File: src/tpq_pkg.sv
// ----------------------------------------------------------------------------
// tpq_pkg
// Shared types, sizes and codes for the timestamp priority queue.
// ----------------------------------------------------------------------------
`default_nettype none

package tpq_pkg;

  // table size and derived widths
  localparam int QUEUE_DEPTH = 16;
  localparam int IDX_W       = (QUEUE_DEPTH > 1) ? $clog2(QUEUE_DEPTH) : 1;
  localparam int CNT_W       = $clog2(QUEUE_DEPTH + 1);

  // field widths
  localparam int OP_W   = 2;
  localparam int TIME_W = 16;
  localparam int PROC_W = 4;
  localparam int STAT_W = 2;
  localparam int OCC_W  = 5;

  // request opcodes
  localparam logic [OP_W-1:0] OP_ENQ  = 2'd0;
  localparam logic [OP_W-1:0] OP_DEQ  = 2'd1;
  localparam logic [OP_W-1:0] OP_PEEK = 2'd2;

  // result status codes
  localparam logic [STAT_W-1:0] ST_OK    = 2'd0;
  localparam logic [STAT_W-1:0] ST_FULL  = 2'd1;
  localparam logic [STAT_W-1:0] ST_EMPTY = 2'd2;

  // one stored request
  typedef struct packed {
    logic [TIME_W-1:0] stamp;
    logic [PROC_W-1:0] proc;
  } entry_t;

endpackage

`default_nettype wire

File: src/tpq_best.sv
// ----------------------------------------------------------------------------
// tpq_best
// Shared comparator and best-so-far register used by the table scan.
// ----------------------------------------------------------------------------
`default_nettype none

module tpq_best (
  input  wire                            clk,
  input  wire                            load_en,
  input  wire                            first,
  input  wire tpq_pkg::entry_t           cand,
  input  wire logic [tpq_pkg::IDX_W-1:0] cand_idx,
  output tpq_pkg::entry_t                best,
  output logic [tpq_pkg::IDX_W-1:0]      best_idx
);

  tpq_pkg::entry_t                best_r;
  logic [tpq_pkg::IDX_W-1:0]      best_idx_r;
  logic                           beats;

  // earlier timestamp wins, then lower process id; ties keep the older pick
  assign beats = (cand.stamp < best_r.stamp) ||
                 ((cand.stamp == best_r.stamp) && (cand.proc < best_r.proc));

  // best-so-far update
  always_ff @(posedge clk) begin
    if (load_en && (first || beats)) begin
      best_r     <= cand;
      best_idx_r <= cand_idx;
    end
  end

  assign best     = best_r;
  assign best_idx = best_idx_r;

endmodule

`default_nettype wire

File: src/timestamp_priority_queue.sv
// ----------------------------------------------------------------------------
// timestamp_priority_queue
// Request table of (timestamp, process id) pairs with enqueue, dequeue and
// peek of the earliest request, found by a scan with one shared comparator.
// ----------------------------------------------------------------------------
// Usage:
//   A request enters on in_valid/in_ready with an opcode and, for enqueue,
//   the timestamp and process id. Each request gives exactly one result on
//   out_valid/out_ready: status, winning pair and the occupancy afterwards.
//   The block takes one request at a time; in_ready is high only while the
//   sequencer is idle.
//   Enqueue, unused opcodes and requests on an empty table go straight from
//   idle to the result state. Peek and dequeue scan the N stored entries:
//   the scan reads one table entry per cycle through the single read port,
//   and the comparator takes each entry in the cycle after its read; a
//   dequeue then moves the last entry into the freed slot.
//   Reset empties the table at once (entry count cleared, no clearing pass).
//   If the receiver stalls, the result stays in the output register and a
//   following request waits in the result state until it is taken.
// ----------------------------------------------------------------------------
`default_nettype none

module timestamp_priority_queue (
  input  wire                              clk,
  input  wire                              rst_n,
  input  wire                              in_valid,
  output logic                             in_ready,
  input  wire logic [tpq_pkg::OP_W-1:0]    in_opcode,
  input  wire logic [tpq_pkg::TIME_W-1:0]  in_request_time,
  input  wire logic [tpq_pkg::PROC_W-1:0]  in_request_proc,
  output logic                             out_valid,
  input  wire                              out_ready,
  output logic [tpq_pkg::STAT_W-1:0]       out_status,
  output logic [tpq_pkg::TIME_W-1:0]       out_winner_time,
  output logic [tpq_pkg::PROC_W-1:0]       out_winner_proc,
  output logic [tpq_pkg::OCC_W-1:0]        out_occupancy
);

  typedef enum logic [3:0] {
    S_IDLE = 4'b0001,
    S_SCAN = 4'b0010,
    S_MOVE = 4'b0100,
    S_FIN  = 4'b1000
  } state_t;

  state_t                          state_r, state_nxt;
  logic [tpq_pkg::CNT_W-1:0]       count_r, count_nxt;
  logic [tpq_pkg::CNT_W-1:0]       scan_k_r, scan_k_nxt;
  logic                            cmp_v_r, cmp_v_nxt;
  logic [tpq_pkg::IDX_W-1:0]       cmp_idx_r, cmp_idx_nxt;
  logic [tpq_pkg::OP_W-1:0]        op_r, op_nxt;
  logic [tpq_pkg::STAT_W-1:0]      res_status_r, res_status_nxt;
  logic                            res_win_r, res_win_nxt;
  logic                            out_valid_r, out_valid_nxt;
  logic [tpq_pkg::STAT_W-1:0]      out_status_r, out_status_nxt;
  logic [tpq_pkg::TIME_W-1:0]      out_time_r, out_time_nxt;
  logic [tpq_pkg::PROC_W-1:0]      out_proc_r, out_proc_nxt;
  logic [tpq_pkg::OCC_W-1:0]       out_occ_r, out_occ_nxt;

  // table memory, one write and one registered read port
  tpq_pkg::entry_t                 mem [tpq_pkg::QUEUE_DEPTH];
  tpq_pkg::entry_t                 rd_data_r;
  tpq_pkg::entry_t                 wr_data;
  logic                            rd_en, wr_en;
  logic [tpq_pkg::IDX_W-1:0]       rd_addr, wr_addr;

  tpq_pkg::entry_t                 best;
  logic [tpq_pkg::IDX_W-1:0]       best_idx;
  logic [tpq_pkg::CNT_W-1:0]       last;
  logic                            accept;

  assign accept = in_valid && in_ready;
  assign last   = count_r - tpq_pkg::CNT_W'(1);

  // shared comparator
  tpq_best u_best (
    .clk      (clk),
    .load_en  (cmp_v_r),
    .first    (cmp_idx_r == '0),
    .cand     (rd_data_r),
    .cand_idx (cmp_idx_r),
    .best     (best),
    .best_idx (best_idx)
  );

  // sequencer
  always_comb begin
    state_nxt      = state_r;
    count_nxt      = count_r;
    scan_k_nxt     = scan_k_r;
    cmp_v_nxt      = 1'b0;
    cmp_idx_nxt    = cmp_idx_r;
    op_nxt         = op_r;
    res_status_nxt = res_status_r;
    res_win_nxt    = res_win_r;
    out_valid_nxt  = out_valid_r && !out_ready;
    out_status_nxt = out_status_r;
    out_time_nxt   = out_time_r;
    out_proc_nxt   = out_proc_r;
    out_occ_nxt    = out_occ_r;
    rd_en          = 1'b0;
    rd_addr        = scan_k_r[tpq_pkg::IDX_W-1:0];
    wr_en          = 1'b0;
    wr_addr        = count_r[tpq_pkg::IDX_W-1:0];
    wr_data        = '{stamp: in_request_time, proc: in_request_proc};
    in_ready       = (state_r == S_IDLE);

    unique case (state_r)
      S_IDLE: begin
        if (accept) begin
          op_nxt         = in_opcode;
          res_status_nxt = tpq_pkg::ST_OK;
          res_win_nxt    = 1'b0;
          state_nxt      = S_FIN;
          unique case (in_opcode) inside
            tpq_pkg::OP_ENQ: begin
              if (count_r == tpq_pkg::CNT_W'(tpq_pkg::QUEUE_DEPTH)) begin
                res_status_nxt = tpq_pkg::ST_FULL;
              end else begin
                wr_en     = 1'b1;
                count_nxt = count_r + tpq_pkg::CNT_W'(1);
              end
            end
            tpq_pkg::OP_DEQ, tpq_pkg::OP_PEEK: begin
              if (count_r == '0) begin
                res_status_nxt = tpq_pkg::ST_EMPTY;
              end else begin
                scan_k_nxt = '0;
                state_nxt  = S_SCAN;
              end
            end
            default: begin
            end
          endcase
        end
      end
      S_SCAN: begin
        if (scan_k_r < count_r) begin
          // issue the next read, compare it in the next cycle
          rd_en       = 1'b1;
          cmp_v_nxt   = 1'b1;
          cmp_idx_nxt = scan_k_r[tpq_pkg::IDX_W-1:0];
          scan_k_nxt  = scan_k_r + tpq_pkg::CNT_W'(1);
        end else if (!cmp_v_r) begin
          res_win_nxt = 1'b1;
          if (op_r == tpq_pkg::OP_DEQ) begin
            // fetch the last entry to fill the freed slot
            rd_en     = 1'b1;
            rd_addr   = last[tpq_pkg::IDX_W-1:0];
            state_nxt = S_MOVE;
          end else begin
            state_nxt = S_FIN;
          end
        end
      end
      S_MOVE: begin
        wr_en     = 1'b1;
        wr_addr   = best_idx;
        wr_data   = rd_data_r;
        count_nxt = last;
        state_nxt = S_FIN;
      end
      S_FIN: begin
        if (!out_valid_r || out_ready) begin
          out_valid_nxt  = 1'b1;
          out_status_nxt = res_status_r;
          out_time_nxt   = res_win_r ? best.stamp : '0;
          out_proc_nxt   = res_win_r ? best.proc : '0;
          out_occ_nxt    = tpq_pkg::OCC_W'(count_r);
          state_nxt      = S_IDLE;
        end
      end
      default: begin
        state_nxt = S_IDLE;
      end
    endcase
  end

  // control registers
  always_ff @(posedge clk) begin
    if (!rst_n) begin
      state_r     <= S_IDLE;
      count_r     <= '0;
      cmp_v_r     <= 1'b0;
      out_valid_r <= 1'b0;
    end else begin
      state_r     <= state_nxt;
      count_r     <= count_nxt;
      cmp_v_r     <= cmp_v_nxt;
      out_valid_r <= out_valid_nxt;
    end
  end

  // payload registers
  always_ff @(posedge clk) begin
    scan_k_r     <= scan_k_nxt;
    cmp_idx_r    <= cmp_idx_nxt;
    op_r         <= op_nxt;
    res_status_r <= res_status_nxt;
    res_win_r    <= res_win_nxt;
    out_status_r <= out_status_nxt;
    out_time_r   <= out_time_nxt;
    out_proc_r   <= out_proc_nxt;
    out_occ_r    <= out_occ_nxt;
  end

  // table memory
  always_ff @(posedge clk) begin
    if (wr_en) begin
      mem[wr_addr] <= wr_data;
    end
    if (rd_en) begin
      rd_data_r <= mem[rd_addr];
    end
  end

  assign out_valid       = out_valid_r;
  assign out_status      = out_status_r;
  assign out_winner_time = out_time_r;
  assign out_winner_proc = out_proc_r;
  assign out_occupancy   = out_occ_r;

  // entry count never passes the table size
  a_count_bound: assert property (@(posedge clk) disable iff (!rst_n)
    count_r <= tpq_pkg::CNT_W'(tpq_pkg::QUEUE_DEPTH))
    else $error("entry count above table size");

  // scan pointer stays within the stored entries
  a_scan_bound: assert property (@(posedge clk) disable iff (!rst_n)
    (state_r == S_SCAN) |-> (scan_k_r <= count_r))
    else $error("scan pointer beyond entry count");

  // a full report always shows a full table
  a_full_occ: assert property (@(posedge clk) disable iff (!rst_n)
    (out_valid_r && out_status_r == tpq_pkg::ST_FULL) |->
      (out_occ_r == tpq_pkg::OCC_W'(tpq_pkg::QUEUE_DEPTH)))
    else $error("full status with table not full");

  // an empty report always shows an empty table and no winner
  a_empty_occ: assert property (@(posedge clk) disable iff (!rst_n)
    (out_valid_r && out_status_r == tpq_pkg::ST_EMPTY) |->
      (out_occ_r == '0 && out_time_r == '0 && out_proc_r == '0))
    else $error("empty status with entries or a winner");

  // the table only changes in count while a request is being worked on
  a_count_idle: assert property (@(posedge clk) disable iff (!rst_n)
    (state_r == S_FIN) |=> (count_r == $past(count_r)))
    else $error("entry count changed after the request finished");

endmodule

`default_nettype wire

File: config.mk
export PLATFORM = sky130hd
export DESIGN_NAME = timestamp_priority_queue
export DESIGN_NICKNAME = d
export VERILOG_FILES = /design/src/tpq_pkg.sv /design/src/tpq_best.sv /design/src/timestamp_priority_queue.sv
export SDC_FILE = /design/constraint.sdc
export NUM_CORES = 1
export LEC_CHECK = 0
export ABC_CLOCK_PERIOD_IN_PS = 4500
export BUFFER_PORTS_ARGS = -buffer_cell sky130_fd_sc_hd__buf_2
export CORE_UTILIZATION = 45
export DETAILED_ROUTE_END_ITERATION = 7
export MAX_ROUTING_LAYER = met4
export PLACE_DENSITY = 0.66
export SYNTH_ARGS = -nofsm -noshare
export SYNTH_HDL_FRONTEND = slang
export SYNTH_SLANG_ARGS = --single-unit
File: constraint.sdc
create_clock -name clk -period 4.5 [get_ports clk]
set_clock_uncertainty 0.05 [all_clocks]
set_input_delay 0.9 -clock clk [delete_from_list [all_inputs] [get_ports clk]]
set_output_delay 0.9 -clock clk [all_outputs]
set_load 0.02 [all_outputs]
==> results.rst, run 1 <==
.. list-table::
   :header-rows: 1

   * - Metric
     - Value
   * - Total placed cells including tap cells
     - between 1500 and 2000
   * - Area of the core
     - around 0.039 sq mm
   * - Area used by multi-input combinational logic
     - 0.005061 sq mm
   * - Worst hold slack after final layout
     - roughly 0.38 ns
   * - Proportion of synthesized flip-flops having asynchronous set or reset
     - 0
   * - WL final
     - 45.55 mm
   * - Pre-CTS setup slack
     - 0.7346 ns
   * - Synth area leader
     - sky130_fd_sc_hd__edfxtp_1
   * - Combined flip-flop and latch cell area
     - roughly 0.012 sq mm
   * - Critical Setup Path Class
     - register to register
   * - Count of non-filler cells in the finished layout
     - around 1900
   * - Ordered cell list for the critical path
     - inv_1 -> ha_1 -> a21o_1 -> a31oi_1 -> o21a_1 -> or3_2 -> buf_4 -> a32oi_1 -> mux2i_1 -> a22o_1 -> a41o_1
   * - Worst-Skew Late Latency
     - 0.55 ns
   * - Reg2reg end
     - rd_data_r[11]
   * - Final period util
     - 0.8496
   * - Wire per inst
     - between 20 and 25 um
   * - Antenna violations before repair
     - 0
   * - Final critical-path required period
     - 3.823 ns
   * - Total Nets Final
     - between 1000 and 1500
   * - Number of buffers inserted for hold repair after clock tree synthesis
     - 0
   * - Hold WC Path Type
     - register to register
   * - Number of maximum-capacitance constraint violations
     - 0
   * - Slowest-stage cell, CP
     - sky130_fd_sc_hd__or3_2
   * - Clock Sinks
     - between 400 and 500
   * - Starting DRT DRC Count
     - approximately 1300
   * - Die area
     - 0.04045 sq mm
   * - Clock buffers created by TritonCTS
     - 42
   * - Remaining DRCs
     - 0
   * - LEAKAGE
     - 0.007070 uW
   * - Port Buf Inserts
     - 54
   * - Via-to-Cell Ratio
     - slightly above 6
   * - Count of filler cells inserted in the layout
     - approximately 3200
   * - Via count of the first global-routing pass
     - between 10000 and 15000
   * - Total via count after detailed routing
     - between 10000 and 15000
   * - Number of cells traversed by the worst hold path
     - 0
   * - Total half-perimeter wirelength after legalization and detailed placement
     - 26.47 mm
   * - Overall track demand over capacity in global routing
     - 0.2338
   * - Final global-route overflow total
     - 0
   * - Crit start category
     - register
   * - Global-route wire length before repair
     - just under 70 mm
   * - Total setup buffers inserted after CTS
     - 0
   * - Setup violations, final
     - 0
   * - PD cells
     - 453.5 mW/mm^2
   * - Number of max-slew violations in the final report
     - 0
   * - Number of warning messages in the yosys log
     - 0
   * - Proportion of layout cells with a drive suffix above 1
     - 0.1432
   * - Critical path origin
     - count_r[2]
   * - Clock transition at the registers of the reported paths
     - ~0.060 ns
   * - Crit-path max cell delay
     - about 0.75 ns
   * - Launch point of the worst hold path
     - res_status_r[1]
   * - Setup TNS Final
     - 0 ns
   * - Data arrival, critical path
     - between 4 and 5 ns
   * - Cell variety after synth
     - 52
   * - Root Buffer Master
     - sky130_fd_sc_hd__clkbuf_16
   * - Register area share after synthesis
     - 0.6939
   * - Worst-case setup margin in the final layout
     - approximately 0.68 ns
   * - Width of the chip
     - ~200 um
   * - Syn avg cell area
     - about 14 sq um
   * - Boundary Pins
     - between 50 and 60
   * - Proportion of netlist area held by the largest area contributor
     - 0.6816
   * - Worst rel slew slack
     - 0.1617
   * - Highest ir drop seen on vdd
     - ~0.3 mV
   * - Dominant cells by area after synthesis
     - sky130_fd_sc_hd__edfxtp_1 68%, sky130_fd_sc_hd__a32oi_1 4.0%, sky130_fd_sc_hd__a21boi_0 3.4%
   * - Crit path capture type
     - register
   * - RSZ-0062 raised after global routing
     - no
   * - Area growth from synthesis to final layout
     - 13.72%
   * - Inserted Diodes
     - 0
   * - Count of standard-cell rows
     - 72
   * - Post-CTS sizing
     - 0
   * - Post-route antenna net violation count
     - 0
   * - Number of cells traversed by the worst register-to-register path
     - 11
   * - Count of state elements after synthesis
     - 416
   * - Maximum number of pins on one net before global-route repair
     - ~120
   * - Run status
     - finished, final reports clean
   * - CTS HTree Levels
     - 2
   * - Max Fanout on Critical Path
     - 56
   * - Hold EP
     - out_status[1]
   * - Endpoints failing hold
     - 0
   * - Most frequent cells in the layout
     - 405 x sky130_fd_sc_hd__edfxtp_1, 143 x sky130_fd_sc_hd__nand2_1, 82 x sky130_fd_sc_hd__a32oi_1
   * - Number of enable flip-flop cells after synthesis
     - just over 400
   * - Initial standard-cell utilization of the core
     - 0.4585
   * - Reg-to-Reg Start
     - count_r[2]
   * - Required time of the critical path
     - 4.75 ns
   * - CTS tree
     - done
   * - Floorplan die height
     - between 200 and 250 um
   * - Largest buffer count on any clock path
     - 3
   * - Summed instance area of the synthesized netlist
     - approximately 0.018 sq mm
   * - Register-to-register setup slack
     - 0.68 ns
   * - Synthesized netlist net count
     - between 1000 and 1500
   * - Most common library cell in the layout ignoring fill and taps
     - sky130_fd_sc_hd__edfxtp_1
   * - RePlAce Congestion
     - between 0.8 and 0.9
   * - F_max
     - around 260 MHz
   * - Most used flip-flop cell after synthesis
     - sky130_fd_sc_hd__edfxtp_1
   * - Synth Instances
     - roughly 1300
   * - Measured slew at the worst slew-check pin
     - around 1.3 ns
   * - 1st-pass router iterations
     - 7
-- metrics by stage --
step / instance area (sq um) / power, uW / utilization
4_1_cts: 20290 / 9220 / 0.5214
6_report: 20290 / 9202 / 0.5214
3_3_place_gp: 18880 / 5687 / 0.4851
2_1_floorplan: 17840 / 5292 / -
3_5_place_dp: 18880 / 5709 / 0.4851
5_1_grt: 20290 / 9485 / 0.5214
-- registers in the layout (all words and copies together) (netlist names), 2 cells and up --
signal,flops
mem,320
rd_data_r,20
u_best.best,20
out_winner_time,16
count_r,5
out_occupancy,5
scan_k_r,5
cmp_idx_r,4
out_winner_proc,4
state_r,4
u_best.best_idx,4
op_r,2
out_status,2
res_status_r,2
-- cells in the mapped netlist, types with 3 or more instances --
| cell | number |
|---|---|
| sky130_fd_sc_hd__a41o_1 | 20 |
| sky130_fd_sc_hd__a22oi_1 | 3 |
| sky130_fd_sc_hd__a31oi_1 | 6 |
| sky130_fd_sc_hd__nor2b_1 | 7 |
| sky130_fd_sc_hd__xnor2_1 | 4 |
| sky130_fd_sc_hd__a21o_1 | 5 |
| sky130_fd_sc_hd__o21ai_0 | 28 |
| sky130_fd_sc_hd__buf_6 | 5 |
| sky130_fd_sc_hd__o21a_1 | 4 |
| sky130_fd_sc_hd__buf_1 | 3 |
| sky130_fd_sc_hd__nand2b_1 | 7 |
| sky130_fd_sc_hd__nor3_1 | 6 |
| sky130_fd_sc_hd__nand3_1 | 49 |
| sky130_fd_sc_hd__dfxtp_1 | 11 |
| sky130_fd_sc_hd__nand4_1 | 4 |
| sky130_fd_sc_hd__nand3b_1 | 5 |
| sky130_fd_sc_hd__nor2_1 | 35 |
| sky130_fd_sc_hd__ha_1 | 29 |
| sky130_fd_sc_hd__a211oi_1 | 43 |
| sky130_fd_sc_hd__inv_1 | 29 |
| sky130_fd_sc_hd__clkbuf_1 | 71 |
| sky130_fd_sc_hd__a22o_1 | 20 |
| sky130_fd_sc_hd__a21boi_0 | 81 |
| sky130_fd_sc_hd__mux2i_1 | 42 |
| sky130_fd_sc_hd__xor2_1 | 3 |
| sky130_fd_sc_hd__nand2_1 | 144 |
| sky130_fd_sc_hd__and3_1 | 46 |
| sky130_fd_sc_hd__a32oi_1 | 82 |
| sky130_fd_sc_hd__a21oi_1 | 11 |
| sky130_fd_sc_hd__and2_1 | 27 |
| sky130_fd_sc_hd__buf_2 | 13 |
| sky130_fd_sc_hd__edfxtp_1 | 405 |
-- how the worst max path moves through the flow --
stage / endpoint / slack, ns / depth (start not counted)
finish: rd_data_r[11] / 0.68 / 11
global route: rd_data_r[11] / 0.45 / 11
CTS: rd_data_r[11] / 0.70 / 11
detailed placement: rd_data_r[10] / 0.73 / 11
global placement: rd_data_r[6] / 0.83 / 10
floorplan: rd_data_r[0] / 1.23 / 9
-- layout make-up --
cell class	instances	share of cell area
Sequential cell	416	0.6102
Multi-Input combinational cell	734	0.2494
Clock buffer	56	0.05852
Timing Repair Buffer	98	0.03330
Tap cell	518	0.03194
Clock inverter	21	0.01098
Inverter	30	0.005611
-- critical path, delay by kind of cell (launching register included) --
| family | cells | cell delay (ns) |
|---|---|---|
| buffers and inverters | 2 | 0.56 |
| adders and majority gates | 1 | 0.31 |
| AOI/OAI and AO/OA | 6 | 1.27 |
| muxes | 1 | 0.13 |
| and+or+nand+nor | 1 | 0.75 |
| DFF | 1 | 0.49 |
-- logic make-up (layout without fill, tap and decap cells) --
| kind of cell | count (synthesis) | in the layout | share of synthesized area |
|---|---|---|---|
| xor+xnor | 7 | 7 | 0.003436 |
| compound gates | 311 | 311 | 0.1349 |
| buf+inv | 123 | 205 | 0.02917 |
| mux | 44 | 44 | 0.02482 |
| simple gates | 343 | 343 | 0.09340 |
| flops | 416 | 416 | 0.6939 |
| fa+ha+maj | 29 | 29 | 0.02034 |
-- layer usage --
metal	vias up	GRT usage	share of wire	routed length [um]
met5	-	-	0	0
met4	0	0.06598	0.023	1036
met3	79	0.04179	0.087	3973
met2	547	0.3658	0.47	21600
met1	5723	0.3137	0.42	18940
li1	5052	-	-	-
-- where the power goes --
part	total (uW)	internal (uW)	switching, uW
registers	4360	4330	38.8
logic	1290	427	864
clock network	3550	2090	1450
No activity file was read; power rests on OpenSTA's default activity.
==> run 2, diff against run 1 <==
- ABC_CLOCK_PERIOD_IN_PS: 4500 -> 3560
- clock period: 4.5 -> 3.56 ns (I/O delays scaled with it)
==> run 2 against run 1 <==
  * Wire length increased by 4.8%
  * Critical path depth down 1
  * First-iteration DRC count increased by 7.4%
  * Sequential share of layout area barely moved
  * Worst setup slack lost 0.56 ns
==> results.rst, run 2 (synthesized netlist as in run 1, its figures left out) <==
.. list-table::
   :header-rows: 1

   * - Metric
     - Value
   * - Worst-Skew Late Latency
     - 0.55 ns (about the same)
   * - CTS HTree Levels
     - 2 (unchanged)
   * - Required time of the critical path
     - 3.92 ns (-0.83 ns)
   * - Total setup buffers inserted after CTS
     - 0 (unchanged)
   * - Internal power summed over all cells
     - 8286 uW (+21%)
   * - PD cells
     - 555.8 mW/mm^2 (+23%)
   * - Total Nets Final
     - 1400 (+1.7%)
   * - Setup TNS Final
     - 0 ns (unchanged)
   * - Floorplan die height
     - 201.1 um (unchanged)
   * - Final global-route overflow total
     - 0 (unchanged)
   * - Port Buf Inserts
     - 54 (unchanged)
   * - Total half-perimeter wirelength after legalization and detailed placement
     - 27.83 mm (+5.1%)
   * - Setup violations, final
     - 0 (unchanged)
   * - Most Crowded Layer GR
     - met2
   * - Net load switching power
     - 2985 uW (+27%)
   * - Max Fanout on Critical Path
     - 8 (-86%)
   * - F_max
     - 290.2 MHz (+11%)
   * - Initial standard-cell utilization of the core
     - 0.4585 (unchanged)
   * - Starting DRT DRC Count
     - 1358 (+7.4%)
   * - Measured slew at the worst slew-check pin
     - 1.081 ns (-0.1718 ns)
   * - LEAKAGE
     - 0.007112 uW (+0.60%)
   * - Worst rel slew slack
     - 0.2766 (+0.1149)
   * - Maximum number of pins on one net before global-route repair
     - 80 (-34%)
   * - Total via count after detailed routing
     - 11640 (+2.1%)
   * - Number of cells traversed by the worst register-to-register path
     - 10 (-1)
   * - Number of buffers inserted for hold repair after clock tree synthesis
     - 0 (unchanged)
   * - Crit start category
     - register
   * - RSZ-0062 raised after global routing
     - no
   * - Met2 routing resource usage after global routing
     - 0.3672 (+0.001359)
   * - Crit path capture type
     - register
   * - Endpoints failing hold
     - 0 (unchanged)
   * - Hold EP
     - op_r[1]
   * - Most common library cell in the layout ignoring fill and taps
     - sky130_fd_sc_hd__edfxtp_1
   * - Fraction of power consumed by sequential logic
     - 0.488 (+0.014)
   * - Largest buffer count on any clock path
     - 3 (unchanged)
   * - Met1 Use GR
     - 0.3270 (+0.01325)
   * - Die area
     - 0.04045 sq mm (unchanged)
   * - Post-route antenna net violation count
     - 0 (unchanged)
   * - Hold WC Path Type
     - input pin to register
   * - Met3 Usage GRT
     - 0.04260 (+0.0008098)
   * - Wire per inst
     - 25.18 um (+3.5%)
   * - Area used by multi-input combinational logic
     - 0.005054 sq mm (-0.15%)
   * - Boundary Pins
     - 55 (unchanged)
   * - CTS tree
     - done
   * - Pre-CTS setup slack
     - 0.2341 ns (-0.5005 ns)
   * - RePlAce Congestion
     - 0.8631 (-2.9%)
   * - Number of max-slew violations in the final report
     - 0 (unchanged)
   * - Post-CTS sizing
     - 0 (unchanged)
   * - Number of maximum-capacitance constraint violations
     - 0 (unchanged)
   * - Run status
     - finished, final reports clean
   * - Width of the chip
     - 201.1 um (unchanged)
   * - Worst-case setup margin in the final layout
     - 0.1146 ns (-0.5624 ns)
   * - Register-to-register setup slack
     - 0.11 ns (-0.56 ns)
   * - Root Buffer Master
     - sky130_fd_sc_hd__clkbuf_16
   * - Relative contribution of combinational cells to total power
     - 0.155 (+0.015)
   * - Max FFs per register
     - 320 (unchanged)
   * - Overall track demand over capacity in global routing
     - 0.2421 (+0.008351)
   * - WL final
     - 47.72 mm (+4.8%)
   * - Clock transition at the registers of the reported paths
     - 0.06 ns (about the same)
   * - Area growth from synthesis to final layout
     - 13.66% (about the same)
   * - Clk network pwr share
     - 0.357 (-0.028)
   * - Number of cells traversed by the worst hold path
     - 1 (+1)
   * - Area of the core
     - 0.03892 sq mm (unchanged)
   * - Final critical-path required period
     - 3.445 ns (-0.3776 ns)
   * - Count of filler cells inserted in the layout
     - 3191 (+0.063%)
   * - Launch point of the worst hold path
     - in_opcode[1]
   * - Proportion of layout cells with a drive suffix above 1
     - 0.1525 (+0.009332)
   * - Reg2reg end
     - rd_data_r[9]
   * - Data arrival, critical path
     - 3.80 ns (-0.27 ns)
   * - Count of standard-cell rows
     - 72 (unchanged)
   * - Remaining DRCs
     - 0 (unchanged)
   * - Combined flip-flop and latch cell area
     - 0.01238 sq mm (unchanged)
   * - Final period util
     - 0.9678 (+0.1183)
   * - Antenna violations before repair
     - 0 (unchanged)
   * - Inserted Diodes
     - 0 (unchanged)
   * - Critical Setup Path Class
     - register to register
   * - Clock buffers created by TritonCTS
     - 42 (unchanged)
   * - Via-to-Cell Ratio
     - 6.140 (+0.88%)
   * - Via count of the first global-routing pass
     - 11330 (+1.7%)
   * - Highest ir drop seen on vdd
     - 0.3038 mV (+1.3%)
   * - Largest Register
     - mem
   * - Clock Sinks
     - 416 (unchanged)
   * - Global-route wire length before repair
     - 71.18 mm (+2.4%)
   * - Most frequent cells in the layout
     - 405 x sky130_fd_sc_hd__edfxtp_1, 143 x sky130_fd_sc_hd__nand2_1, 82 x sky130_fd_sc_hd__a32oi_1
   * - 1st-pass router iterations
     - 5 (-2)
   * - Reg-to-Reg Start
     - scan_k_r[2]
   * - Net switching share of the total power
     - 0.2649 (+0.008762)
[run 2: power groups by stage]
stage               combinational (uW)  clock, uW  sequential (uW)
floorplan                         1070          0             5620
global placement                  1690          0             5600
detailed placement                1720          0             5600
CTS                               1730       4070             5500
global route                      1860       4260             5500
finish                            1750       4030             5500
[run 2: cell type report]
type,instances,area share
Clock inverter,22,0.005182
Timing Repair Buffer,121,0.04245
Sequential cell,416,0.6105
Inverter,30,0.005614
Multi-Input combinational cell,734,0.2492
Clock buffer,54,0.05509
Tap cell,518,0.03196
[run 2: how the worst max path moves through the flow]
stage / depth (start not counted) / slack, ns / from / end
finish: 10 / 0.11 / scan_k_r[2] / rd_data_r[9]
global route: 10 / 0.01 / scan_k_r[2] / rd_data_r[9]
CTS: 10 / 0.22 / scan_k_r[2] / rd_data_r[9]
detailed placement: 11 / 0.23 / scan_k_r[2] / rd_data_r[7]
global placement: 11 / 0.26 / scan_k_r[2] / rd_data_r[4]
floorplan: 9 / 0.29 / count_r[2] / rd_data_r[0]
[run 2: critical path, stage by stage (launching register included)]
cell	delay, ns
sky130_fd_sc_hd__edfxtp_1	0.40
sky130_fd_sc_hd__ha_1	0.31
sky130_fd_sc_hd__a21o_1	0.16
sky130_fd_sc_hd__a31oi_1	0.30
sky130_fd_sc_hd__o21ai_4	0.11
sky130_fd_sc_hd__nand2_1	0.24
sky130_fd_sc_hd__mux2_2	0.44
sky130_fd_sc_hd__nor2_1	0.79
sky130_fd_sc_hd__buf_4	0.30
sky130_fd_sc_hd__a22o_1	0.13
sky130_fd_sc_hd__a41o_1	0.09
[run 2: through the flow]
stage / utilization / power [uW] / hold slack [ns] / area, sq um / std cells
3_3_place_gp: 0.4897 / 7289 / 0.3571 / 19060 / 1819
6_report: 0.5211 / 11270 / 0.3438 / 20280 / 1895
2_1_floorplan: - / 6689 / 0.3503 / 17840 / 1273
3_5_place_dp: 0.4897 / 7322 / 0.3709 / 19060 / 1819
4_1_cts: 0.5211 / 11290 / 0.3294 / 20280 / 1895
5_1_grt: 0.5211 / 11630 / 0.3470 / 20280 / 1895
[run 2: metal layers]
layer | vias up | share of wire
met5 | - | 0
met1 | 5865 | 0.42
met2 | 577 | 0.46
met3 | 103 | 0.088
met4 | 0 | 0.032
li1 | 5091 | -
